$ cat config.mk
export PLATFORM = sky130hd
export DESIGN_NAME = line_raster_stepper_core
export DESIGN_NICKNAME = d
export VERILOG_FILES = /design/src/rtl/lrs_pkg.sv /design/src/rtl/lrs_front.sv /design/src/rtl/lrs_queue.sv /design/src/rtl/lrs_stepper.sv /design/src/rtl/line_raster_stepper_core.sv
export SDC_FILE = /design/constraint.sdc
export NUM_CORES = 1
export LEC_CHECK = 0
export ABC_AREA = 1
export BUFFER_PORTS_ARGS = -buffer_cell sky130_fd_sc_hd__buf_4
export CORE_AREA = 8 8 112 165
export DETAILED_ROUTE_END_ITERATION = 8
export DIE_AREA = 0 0 120 173
export HOLD_SLACK_MARGIN = 0.1
export PLACE_DENSITY_LB_ADDON = 0.2
export SETUP_SLACK_MARGIN = 0.2
export SLEW_MARGIN = 20
export SYNTH_ARGS = -nofsm -noshare
export SYNTH_HDL_FRONTEND = slang
export SYNTH_SLANG_ARGS = --single-unit
$ cat constraint.sdc
create_clock -name clk -period 10.7 [get_ports clk]
set_input_delay 1.07 -clock clk [delete_from_list [all_inputs] [get_ports clk]]
set_output_delay 1.07 -clock clk [all_outputs]
set_load 0.05 [all_outputs]
$ cat src/rtl/lrs_pkg.sv
// ---------------------------------------------------------------------------
// lrs_pkg
// Shared types and fixed widths for the line raster stepper.
// ---------------------------------------------------------------------------
`default_nettype none

package lrs_pkg;

    localparam int COORD_W = 6;
    localparam int DELTA_W = COORD_W + 1;
    localparam int ERR_W   = COORD_W + 3;
    localparam int E2_W    = ERR_W + 1;

    typedef struct packed {
        logic [COORD_W-1:0] start_x;
        logic [COORD_W-1:0] start_y;
        logic [COORD_W-1:0] end_x;
        logic [COORD_W-1:0] end_y;
    } req_t;

    typedef struct packed {
        logic [COORD_W-1:0] point_x;
        logic [COORD_W-1:0] point_y;
        logic               last_point;
    } point_t;

    // one prepared line, handed from the front end to the stepper
    typedef struct packed {
        logic [COORD_W-1:0]        cursor_x;
        logic [COORD_W-1:0]        cursor_y;
        logic [COORD_W-1:0]        target_x;
        logic [COORD_W-1:0]        target_y;
        logic [DELTA_W-1:0]        abs_delta_x;
        logic signed [DELTA_W-1:0] neg_delta_y;
        logic signed [ERR_W-1:0]   error_term;
        logic                      dir_x_negative;
        logic                      dir_y_negative;
    } job_t;

endpackage

`default_nettype wire

$ cat src/rtl/lrs_front.sv
// ---------------------------------------------------------------------------
// lrs_front
// Masks a line request to the grid and works out deltas, step directions
// and the starting error term.
// ---------------------------------------------------------------------------
`default_nettype none

module lrs_front #(
    parameter int COORD_BITS = 6
) (
    input  wire lrs_pkg::req_t req,
    output lrs_pkg::job_t      job
);

    logic [COORD_BITS-1:0] sx;
    logic [COORD_BITS-1:0] sy;
    logic [COORD_BITS-1:0] tx;
    logic [COORD_BITS-1:0] ty;
    logic                  x_up;
    logic                  y_up;
    logic [COORD_BITS-1:0] adx;
    logic [COORD_BITS-1:0] ady;
    logic signed [lrs_pkg::DELTA_W-1:0] ndy;

    always_comb
    begin
        sx   = req.start_x[COORD_BITS-1:0];
        sy   = req.start_y[COORD_BITS-1:0];
        tx   = req.end_x[COORD_BITS-1:0];
        ty   = req.end_y[COORD_BITS-1:0];
        x_up = sx < tx;
        y_up = sy < ty;
        adx  = x_up ? (tx - sx) : (sx - tx);
        ady  = y_up ? (ty - sy) : (sy - ty);
        ndy  = -$signed(lrs_pkg::DELTA_W'(ady));

        job.cursor_x       = lrs_pkg::COORD_W'(sx);
        job.cursor_y       = lrs_pkg::COORD_W'(sy);
        job.target_x       = lrs_pkg::COORD_W'(tx);
        job.target_y       = lrs_pkg::COORD_W'(ty);
        job.abs_delta_x    = lrs_pkg::DELTA_W'(adx);
        job.neg_delta_y    = ndy;
        job.error_term     = $signed(lrs_pkg::ERR_W'(adx)) + lrs_pkg::ERR_W'(ndy);
        job.dir_x_negative = ~x_up;
        job.dir_y_negative = ~y_up;
    end

endmodule

`default_nettype wire

$ cat src/rtl/lrs_queue.sv
// ---------------------------------------------------------------------------
// lrs_queue
// Two-entry queue of prepared lines between the front end and the stepper.
// ---------------------------------------------------------------------------
`default_nettype none

module lrs_queue (
    input  wire                clk,
    input  wire                rst_n,
    input  wire                push,
    input  wire lrs_pkg::job_t push_job,
    input  wire                pop,
    output lrs_pkg::job_t      pop_job,
    output logic               full,
    output logic               empty
);

    lrs_pkg::job_t entry_reg [2];
    logic       wr_ptr_reg;
    logic       wr_ptr_next;
    logic       rd_ptr_reg;
    logic       rd_ptr_next;
    logic [1:0] fill_reg;
    logic [1:0] fill_next;

    assign full    = fill_reg == 2'd2;
    assign empty   = fill_reg == 2'd0;
    assign pop_job = entry_reg[rd_ptr_reg];

    always_comb
    begin
        wr_ptr_next = wr_ptr_reg ^ push;
        rd_ptr_next = rd_ptr_reg ^ pop;
        fill_next   = fill_reg + 2'(push) - 2'(pop);
    end

    always_ff @(posedge clk or negedge rst_n)
    begin
        if (!rst_n)
        begin
            wr_ptr_reg <= 1'b0;
            rd_ptr_reg <= 1'b0;
            fill_reg   <= 2'd0;
        end
        else
        begin
            wr_ptr_reg <= wr_ptr_next;
            rd_ptr_reg <= rd_ptr_next;
            fill_reg   <= fill_next;
        end
    end

    always_ff @(posedge clk)
    begin
        if (push)
        begin
            entry_reg[wr_ptr_reg] <= push_job;
        end
    end

endmodule

`default_nettype wire

$ cat src/rtl/lrs_stepper.sv
// ---------------------------------------------------------------------------
// lrs_stepper
// Error-term line walker: takes a prepared line and emits one cell per
// cycle, flagging the end cell.
// ---------------------------------------------------------------------------
`default_nettype none

module lrs_stepper #(
    parameter int COORD_BITS = 6
) (
    input  wire                clk,
    input  wire                rst_n,
    input  wire                job_ready,
    input  wire lrs_pkg::job_t job,
    output logic               job_pop,
    output lrs_pkg::point_t    point,
    output logic               point_strobe
);

    localparam int ERR_W   = lrs_pkg::ERR_W;
    localparam int E2_W    = lrs_pkg::E2_W;
    localparam int DELTA_W = lrs_pkg::DELTA_W;

    logic                      active_reg;
    logic                      active_next;
    logic [COORD_BITS-1:0]     cx_reg;
    logic [COORD_BITS-1:0]     cx_next;
    logic [COORD_BITS-1:0]     cy_reg;
    logic [COORD_BITS-1:0]     cy_next;
    logic [COORD_BITS-1:0]     tx_reg;
    logic [COORD_BITS-1:0]     ty_reg;
    logic signed [ERR_W-1:0]   err_reg;
    logic signed [ERR_W-1:0]   err_next;
    logic [DELTA_W-1:0]        adx_reg;
    logic signed [DELTA_W-1:0] ndy_reg;
    logic                      xneg_reg;
    logic                      yneg_reg;
    logic [COORD_BITS-1:0]     count_reg;
    logic [COORD_BITS-1:0]     count_next;
    lrs_pkg::point_t           point_reg;
    lrs_pkg::point_t           point_next;
    logic                      strobe_reg;
    logic                      strobe_next;

    logic signed [E2_W-1:0]  e2;
    logic signed [E2_W-1:0]  ndy_e;
    logic signed [E2_W-1:0]  adx_e;
    logic signed [ERR_W-1:0] ndy_s;
    logic signed [ERR_W-1:0] adx_s;
    logic signed [ERR_W-1:0] err_mid;
    logic [COORD_BITS-1:0]   cx_mid;
    logic                    x_step;
    logic                    y_step;
    logic                    done;

    assign job_pop      = ~active_reg & job_ready;
    assign point        = point_reg;
    assign point_strobe = strobe_reg;

    always_comb
    begin
        e2      = E2_W'(err_reg) <<< 1;
        ndy_e   = E2_W'(ndy_reg);
        adx_e   = E2_W'(adx_reg);
        ndy_s   = ERR_W'(ndy_reg);
        adx_s   = ERR_W'(adx_reg);
        x_step  = e2 >= ndy_e;
        y_step  = e2 <= adx_e;
        done    = 1'b0;
        err_mid = err_reg;
        cx_mid  = cx_reg;
        cy_next = cy_reg;

        if (x_step)
        begin
            if (cx_reg == tx_reg)
            begin
                done = 1'b1;
            end
            else
            begin
                err_mid = err_reg + ndy_s;
                cx_mid  = xneg_reg ? cx_reg - 1'b1 : cx_reg + 1'b1;
            end
        end
        err_next = err_mid;
        if (!done && y_step)
        begin
            if (cy_reg == ty_reg)
            begin
                done = 1'b1;
            end
            else
            begin
                err_next = err_mid + adx_s;
                cy_next  = yneg_reg ? cy_reg - 1'b1 : cy_reg + 1'b1;
            end
        end
        // runaway guard at the grid's point limit
        if (&count_reg)
        begin
            done = 1'b1;
        end
        cx_next    = cx_mid;
        count_next = count_reg + 1'b1;

        point_next.point_x    = done ? lrs_pkg::COORD_W'(cx_next) : lrs_pkg::COORD_W'(cx_reg);
        point_next.point_y    = done ? lrs_pkg::COORD_W'(cy_next) : lrs_pkg::COORD_W'(cy_reg);
        point_next.last_point = done;
        strobe_next           = active_reg;
        active_next           = active_reg ? ~done : job_ready;
    end

    always_ff @(posedge clk or negedge rst_n)
    begin
        if (!rst_n)
        begin
            active_reg <= 1'b0;
            strobe_reg <= 1'b0;
        end
        else
        begin
            active_reg <= active_next;
            strobe_reg <= strobe_next;
        end
    end

    always_ff @(posedge clk)
    begin
        point_reg <= point_next;
        if (job_pop)
        begin
            cx_reg    <= job.cursor_x[COORD_BITS-1:0];
            cy_reg    <= job.cursor_y[COORD_BITS-1:0];
            tx_reg    <= job.target_x[COORD_BITS-1:0];
            ty_reg    <= job.target_y[COORD_BITS-1:0];
            err_reg   <= job.error_term;
            adx_reg   <= job.abs_delta_x;
            ndy_reg   <= job.neg_delta_y;
            xneg_reg  <= job.dir_x_negative;
            yneg_reg  <= job.dir_y_negative;
            count_reg <= '0;
        end
        else if (active_reg)
        begin
            cx_reg    <= cx_next;
            cy_reg    <= cy_next;
            err_reg   <= err_next;
            count_reg <= count_next;
        end
    end

endmodule

`default_nettype wire

$ cat src/rtl/line_raster_stepper_core.sv
// ---------------------------------------------------------------------------
// line_raster_stepper_core
// Bresenham line rasterizer: one line request in, every cell of the line
// out in order, one cell per cycle, end cell flagged.
// ---------------------------------------------------------------------------
//   channel   ports                   handshake
//   request   start, busy, req        transfer when start && !busy
//   result    point_strobe, point     transfer on each cycle strobe is high
//
// a line of n cells gives n results on back-to-back cycles; the stepper
// walker emits one cell per cycle and loads the next line while idle
// between lines. a request passes the queue, walker and point registers.
// a two-entry line queue sits between request prep and the walker; busy is
// high while it is full. results cannot be stalled.
// reset clears the queue and the walker; no clearing pass.
// ---------------------------------------------------------------------------
`default_nettype none

module line_raster_stepper_core #(
    parameter int COORD_BITS = 6
) (
    input  wire                clk,
    input  wire                rst_n,
    input  wire                start,
    output logic               busy,
    input  wire lrs_pkg::req_t req,
    output lrs_pkg::point_t    point,
    output logic               point_strobe
);

    lrs_pkg::job_t front_job;
    lrs_pkg::job_t queue_job;
    logic          q_full;
    logic          q_empty;
    logic          q_pop;

    assign busy = q_full;

    lrs_front #(
        .COORD_BITS (COORD_BITS)
    ) u_front (
        .req (req),
        .job (front_job)
    );

    lrs_queue u_queue (
        .clk      (clk),
        .rst_n    (rst_n),
        .push     (start & ~q_full),
        .push_job (front_job),
        .pop      (q_pop),
        .pop_job  (queue_job),
        .full     (q_full),
        .empty    (q_empty)
    );

    lrs_stepper #(
        .COORD_BITS (COORD_BITS)
    ) u_stepper (
        .clk          (clk),
        .rst_n        (rst_n),
        .job_ready    (~q_empty),
        .job          (queue_job),
        .job_pop      (q_pop),
        .point        (point),
        .point_strobe (point_strobe)
    );

endmodule

`default_nettype wire
==> out/metrics.cfg, run 1 <==
[worst_setup_path]
crit_chain = buf_4 > ha_1 > fa_1 > nand3b_1 > nand2_2 > nand2_2 > nand2_2 > nand2_1 > nand2_2 > nand2_1 > nand2_1 > ha_1 > xor2_1 > inv_1 > ha_1 > nand2_1 > nor2_1 > a211oi_1 > nor2_1 > o21ai_0 > nand2_1 > a21oi_1 > a21boi_0
critPathTopFamily = adder cells
crit_arrival_ns = 4.53
timing.critical_path.mode_cell = nand2_1
critical_path_depth = 23
crit_type = in -> reg
cp.required_ns = 10.93
path_buf_inv = 2
cp_max_fo = 7
crit_path_end_kind = flip-flop
start_kind = input port
r2r_cells = 23
cp_slowest_stage_delay_ns = 0.40
worst_path_max_delay_cell = fa_1

[pwr]
intPower_mw = 1.963
leakage_nw = 4.858
p_sw_mw = 1.559
power_frac_comb = 0.509
ir_drop_v = 0.0001910
clkPwrFrac = 0.167
seqPwrFrac = 0.323
sw_frac_of_total = 0.4428
p_per_area_nw_per_um2 = 336.0

[cts]
cts_resized = 0
htreeDepth = 4
cts.sinks = 167
cts_hold_buf = 0
cts-root-buf = clkbuf_16
tritoncts = done
cts_made_buffers = 17
path_clk_slew_ns = 0.07
cts_buffer_depth = 2
post-cts-setup-buffer-count = 0
clock_latency_ns = 0.42

[logic_synthesis]
ys_warn_count = 0
syn_nets = 1097
syn_inst = 991
yosysSeqAreaShare = 0.5104
ys_types = 50
syn_area_um2 = 9394
syn_area_per_cell_um2 = 9.479
synth_seq_cells = 167

[finish]
nFillCells = 1275
drive_above_1_share = 0.1317
nets = 1141
syn_to_final_growth_pct = 11.57
largest_reg_flops = 94
n_antenna_cell = 0
layoutNonFillerInstCount = 1254

[sta]
final.setup.tns_ns = 0
fin_crit_sh = 0.4014
fin_skew_ns = 0.01388
setup_viol = 0
max_clock_freq_ghz = 0.2328
max_slew_margin = 0.5239
rsz0062_at_grt = no
finalHoldViolations = 0
slew_viol_final = 0
worst_slew_pin_slew_ns = 0.7142
period_needed_ns = 4.295

[status]
status = finished clean

[global_route]
grt_max_degree = 64
grt.overflow.total = 0
grt_pass1_wl_um = 30840
antenna_found_initial = 0
first_global_vias = 6435
grt_usage = 0.1863

[place]
numPortBuffers = 41
dpl.cell_count = 1222
dp_hpwl_um = 13790
place.gp.congestion = 0.8504

[detailed_routing]
drt-pass1-iter-count = 5
vias = 6496
ant_nets = 0
vias_per_cell = 5.180
drc = 0
drtIter0Drc = 332
avgRoutedWirePerCell_um = 14.94
route.final.wire_length_um = 18740

[job]
cap_violations = 0

[min_path]
hold_class = in -> async

[floorplan]
coreArea_um2 = 16050
die_w_um = 120
die_y_um = 173
io_pins = 42
die-area_um2 = 20760
num_rows = 57
floorplan.initialDensity = 0.5854

## worst paths after layout
| check | slack (ns) | startpoint | to |
|---|---|---|---|
| max | 6.40 | req[0] | u_queue.entry_reg[1][10]$_DFFE_PP_ |
| min | 0.44 | rst_n | u_queue.rd_ptr_reg$_DFF_PN0_ |
| max reg2reg | 6.84 | u_stepper.ndy_reg[6]$_DFFE_PP_ | u_stepper.err_reg[8]$_DFFE_PP_ |
| min reg2reg | 0.46 | u_stepper.count_reg[5]$_SDFFE_PP0P_ | u_stepper.count_reg[5]$_SDFFE_PP0P_ |
| max in group asynchronous | 10.14 | rst_n | u_queue.fill_reg[1]$_DFF_PN0_ |
| min in group clk | 0.46 | u_stepper.count_reg[5]$_SDFFE_PP0P_ | u_stepper.count_reg[5]$_SDFFE_PP0P_ |
## final cells by class
type | instances | area (um^2) | share of cell area
Tap cell | 206 | 257.7 | 0.02459
Sequential cell | 167 | 4795 | 0.4574
Clock buffer | 17 | 425.4 | 0.04059
Clock inverter | 15 | 153.9 | 0.01468
Multi-Input combinational cell | 664 | 3976 | 0.3794
Inverter | 138 | 520.5 | 0.04966
Timing Repair Buffer | 47 | 352.8 | 0.03366
## layer usage
| metal | GRT usage | wire [um] |
|---|---|---|
| met5 | 0 | 0 |
| met4 | 0.07109 | 464 |
| met3 | 0.02739 | 560 |
| met2 | 0.3445 | 9989 |
| met1 | 0.2084 | 7720 |
## power by group through the flow
stage | registers [mW] | clock network [mW] | logic [mW]
final | 1.14 | 0.589 | 1.79
after global routing | 1.16 | 0.621 | 2.02
after CTS | 1.14 | 0.596 | 1.81
after detailed placement | 1.15 | 0 | 1.79
after global placement | 1.15 | 0 | 1.75
after floorplan | 1.21 | 0 | 1.32
## cells in the mapped netlist (all sizes together)
cell type | n | share of area
nand2 | 340 | 0.14
edfxtp | 142 | 0.45
inv | 138 | 0.055
ha | 70 | 0.093
o21ai | 52 | 0.031
nor2 | 36 | 0.015
a21oi | 35 | 0.021
xor2 | 34 | 0.032
nand3 | 26 | 0.015
dfxtp | 19 | 0.040
xnor2 | 18 | 0.017
buf | 12 | 0.0087
clkbuf | 10 | 0.0040
fa | 9 | 0.019
nand4 | 8 | 0.0060
a31oi | 7 | 0.0047
nor3 | 7 | 0.0048
dfrtp | 6 | 0.016
or2 | 5 | 0.0033
a211oi | 2 | 0.0016
a21o | 2 | 0.0016
nand3b | 2 | 0.0016
o21bai | 2 | 0.0016
o221ai | 2 | 0.0019
a21boi | 1 | 0.00080
a221oi | 1 | 0.00093
a31o | 1 | 0.00093
a32oi | 1 | 0.00093
mux2i | 1 | 0.0011
o211ai | 1 | 0.00080
o21a | 1 | 0.00080
## cell usage in the layout, fill, tap and decap left out, types with 3 or more instances in the layout
cell type / instances
nor3_1: 5
xor2_1: 33
xnor2_1: 18
o21ai_2: 9
fa_1: 9
nand2_2: 16
nand2_1: 320
nor2_1: 34
o21ai_1: 29
clkbuf_16: 17
edfxtp_1: 142
a31oi_1: 7
dfrtp_1: 6
a21oi_1: 30
nand3_2: 3
inv_4: 3
inv_6: 3
o21ai_0: 14
nand4_1: 7
nand3_1: 23
inv_8: 4
inv_2: 10
clkinv_8: 3
buf_4: 47
inv_1: 127
nand2_4: 4
dfxtp_1: 19
ha_1: 68
a21oi_2: 3
## metrics by stage
stage | total power [mW] | instance area [um^2] | hold WS (ns) | util | setup slack (ns)
6_report | 3.522 | 10480 | 0.4356 | 0.6532 | 6.405
5_1_grt | 3.801 | 10480 | 0.4278 | 0.6532 | 6.077
3_3_place_gp | 2.900 | 9902 | 0.4393 | 0.6171 | 6.144
3_5_place_dp | 2.943 | 9902 | 0.4477 | 0.6171 | 5.996
4_1_cts | 3.540 | 10480 | 0.4295 | 0.6532 | 6.417
2_1_floorplan | 2.536 | 9394 | 0.3519 | - | 6.515
## kinds of logic after synthesis
kind of cell	after synthesis	synth area share
flops	167	0.5104
mux	1	0.001066
xor+xnor	52	0.04928
simple gates	424	0.1899
compound gates	108	0.06886
buf+inv	160	0.06806
fa+ha+maj	79	0.1124
(Power assumes the default switching activity.)
==> run 2, diff against run 1 <==
CORE_AREA = 8 8 115 170   (was 8 8 112 165)
DIE_AREA = 0 0 123 178   (was 0 0 120 173)
clock period = 3.46 ns   (was 10.7 ns; I/O delays follow)
==> out/metrics.cfg, run 2 (synthesized netlist as in run 1, its figures left out) <==
[floorplan]
die-area_um2 = 21890  ; +5.5%
die_w_um = 123  ; +2.5%
floorplan.initialDensity = 0.5485  ; -0.03691
die_y_um = 178  ; +2.9%
io_pins = 42  ; unchanged
num_rows = 59  ; +3.5%
coreArea_um2 = 17130  ; +6.7%

[status]
status = finished clean

[sta]
fin_skew_ns = 0.008462  ; -0.005415 ns
worst_slew_pin_slew_ns = 0.8577  ; +0.1435 ns
slew_viol_final = 0  ; unchanged
max_clock_freq_ghz = 0.3033
rsz0062_at_grt = yes
setup_viol = 0  ; unchanged
fin_crit_sh = 0.9530
setup_ws_ns = 0.1626  ; -6.242 ns
period_needed_ns = 3.297
finalHoldViolations = 0  ; unchanged
max_slew_margin = 0.4276  ; -0.09631

[pwr]
ir_drop_v = 0.001113  ; +480%
p_per_area_nw_per_um2 = 1093  ; +230%
leakage_nw = 5.173  ; +6.5%
p_total_mw = 12.31  ; +250%

[worst_setup_path]
cp_max_fo = 6  ; -1
r2r_cells = 23  ; unchanged
start_kind = flip-flop
crit_type = reg -> reg
r2r-end = u_stepper.err_reg[8]$_DFFE_PP_
startpoint = u_stepper.err_reg[6]$_DFFE_PP_
rrSetupSlack_ns = 0.16  ; -6.68 ns
crit_arrival_ns = 3.48  ; -1.05 ns
cp.required_ns = 3.64  ; -7.29 ns
crit_end = u_stepper.err_reg[8]$_DFFE_PP_
r2r_start = u_stepper.err_reg[6]$_DFFE_PP_
crit_path_end_kind = flip-flop

[global_route]
antenna_found_initial = 0  ; unchanged
grt_usage = 0.1873  ; +0.001022
grt_max_degree = 49  ; -23%
grt.overflow.total = 0  ; unchanged
first_global_vias = 6507  ; +1.1%
grt_pass1_wl_um = 31620  ; +2.5%

[place]
pre_cts_ws_ns = -0.1413  ; -6.137 ns
dp_hpwl_um = 14790  ; +7.2%
numPortBuffers = 41  ; unchanged
place.gp.congestion = 0.8673  ; +2.0%

[finish]
n_antenna_cell = 0  ; unchanged
drive_above_1_share = 0.2209  ; +0.08924
nFillCells = 1381  ; +8.3%
final_cell_mix = 312 x nand2_1, 142 x edfxtp_1, 120 x inv_1
largest_reg_flops = 94  ; unchanged
regArea_um2 = 4795  ; unchanged
multiInputGateArea_um2 = 4294  ; +8.0%
nets = 1202  ; +5.3%
layout_commonest_cell = nand2_1
syn_to_final_growth_pct = 19.83

[cts]
cts_made_buffers = 17  ; unchanged
path_clk_slew_ns = 0.07  ; about the same
cts.sinks = 167  ; unchanged
tritoncts = done
clock_latency_ns = 0.43  ; about the same
cts_buffer_depth = 2  ; unchanged
cts-root-buf = clkbuf_16
htreeDepth = 4  ; unchanged

[detailed_routing]
avgRoutedWirePerCell_um = 15.11  ; +1.1%
vias_per_cell = 5.092  ; -1.7%
vias = 6731  ; +3.6%
drt-pass1-iter-count = 5  ; unchanged
drtIter0Drc = 330  ; -0.60%
route.final.wire_length_um = 19980  ; +6.6%
ant_nets = 0  ; unchanged
drc = 0  ; unchanged

[min_path]
hold_class = in -> reg

[job]
cap_violations = 0  ; unchanged

[run 2: final cells by class]
type	instances	share of cell area
clock inverters	15	0.01167
multi-input cells	665	0.3815
inverters	138	0.04646
repair buffers	107	0.07302
clock buffers	17	0.03779
flip-flops and latches	167	0.4259
well taps	213	0.02367
[run 2: power by group]
| group | switching (mW) | internal (mW) |
|---|---|---|
| clock | 0.837 | 0.951 |
| sequential | 0.332 | 3.18 |
| combinational | 4.14 | 2.86 |
| total | 5.31 | 6.99 |
[run 2: worst min-delay path by stage]
stage	cells after the start	startpoint	to
after CTS	1	req[5]	u_queue.entry_reg[0][29]$_DFFE_PP_
after floorplan	0	rst_n	u_queue.fill_reg[0]$_DFF_PN0_
after global routing	1	req[5]	u_queue.entry_reg[0][29]$_DFFE_PP_
final	1	req[5]	u_queue.entry_reg[0][29]$_DFFE_PP_
after detailed placement	1	rst_n	u_queue.rd_ptr_reg$_DFF_PN0_
after global placement	1	rst_n	u_queue.fill_reg[0]$_DFF_PN0_
[run 2: what timing repair did]
| item | 4_1_cts | 5_1_grt |
|---|---|---|
| pin swaps | 8 | 31 |
| setup endpoints to repair | 3 | 13 |
| setup buffers | 5 | 8 |
| cloned | 1 | 0 |
| endpoints found under the hold margin | 6 | 0 |
| hold buffers | 1 | 0 |
| resized for setup | 16 | 39 |
[run 2: layer usage]
metal	up-vias	routed length, um	share of wire	track usage
met1	3150	8327	0.42	0.2113
li1	3443	-	-	-
met5	-	0	0	0
met3	31	482	0.024	0.02598
met4	0	523	0.026	0.07909
met2	107	10640	0.53	0.3428
[run 2: stage by stage]
| stage | util | cells | TNS, ns | area [um^2] | hold WS [ns] |
|---|---|---|---|---|---|
| 4_1_cts | 0.6433 | 1314 | 0 | 11020 | 0.1022 |
| 6_report | 0.6573 | 1322 | 0 | 11260 | 0.1151 |
| 2_1_floorplan | - | 991 | 0 | 9442 | 0.05041 |
| 3_3_place_gp | 0.6014 | 1275 | -0.05842 | 10300 | 0.1562 |
| 5_1_grt | 0.6573 | 1322 | -0.04146 | 11260 | 0.1068 |
| 3_5_place_dp | 0.6014 | 1275 | -0.7038 | 10300 | 0.1568 |
[run 2: critical path: stages, from the launching register on]
cell,delay [ns]
edfxtp_1,0.47
ha_4,0.32
nand2_1,0.08
nor2_4,0.13
nand3_4,0.10
nand3_2,0.10
nand2_2,0.07
nand2_4,0.12
nand2_8,0.08
o21ai_4,0.18
inv_2,0.06
ha_4,0.16
fa_2,0.37
nand3_2,0.07
nand2_2,0.05
a21o_1,0.19
nand2_1,0.06
nand2_1,0.06
nand3_2,0.09
nor2_4,0.05
nand3_2,0.07
nand2_1,0.05
nand2_1,0.05
nand2_1,0.05
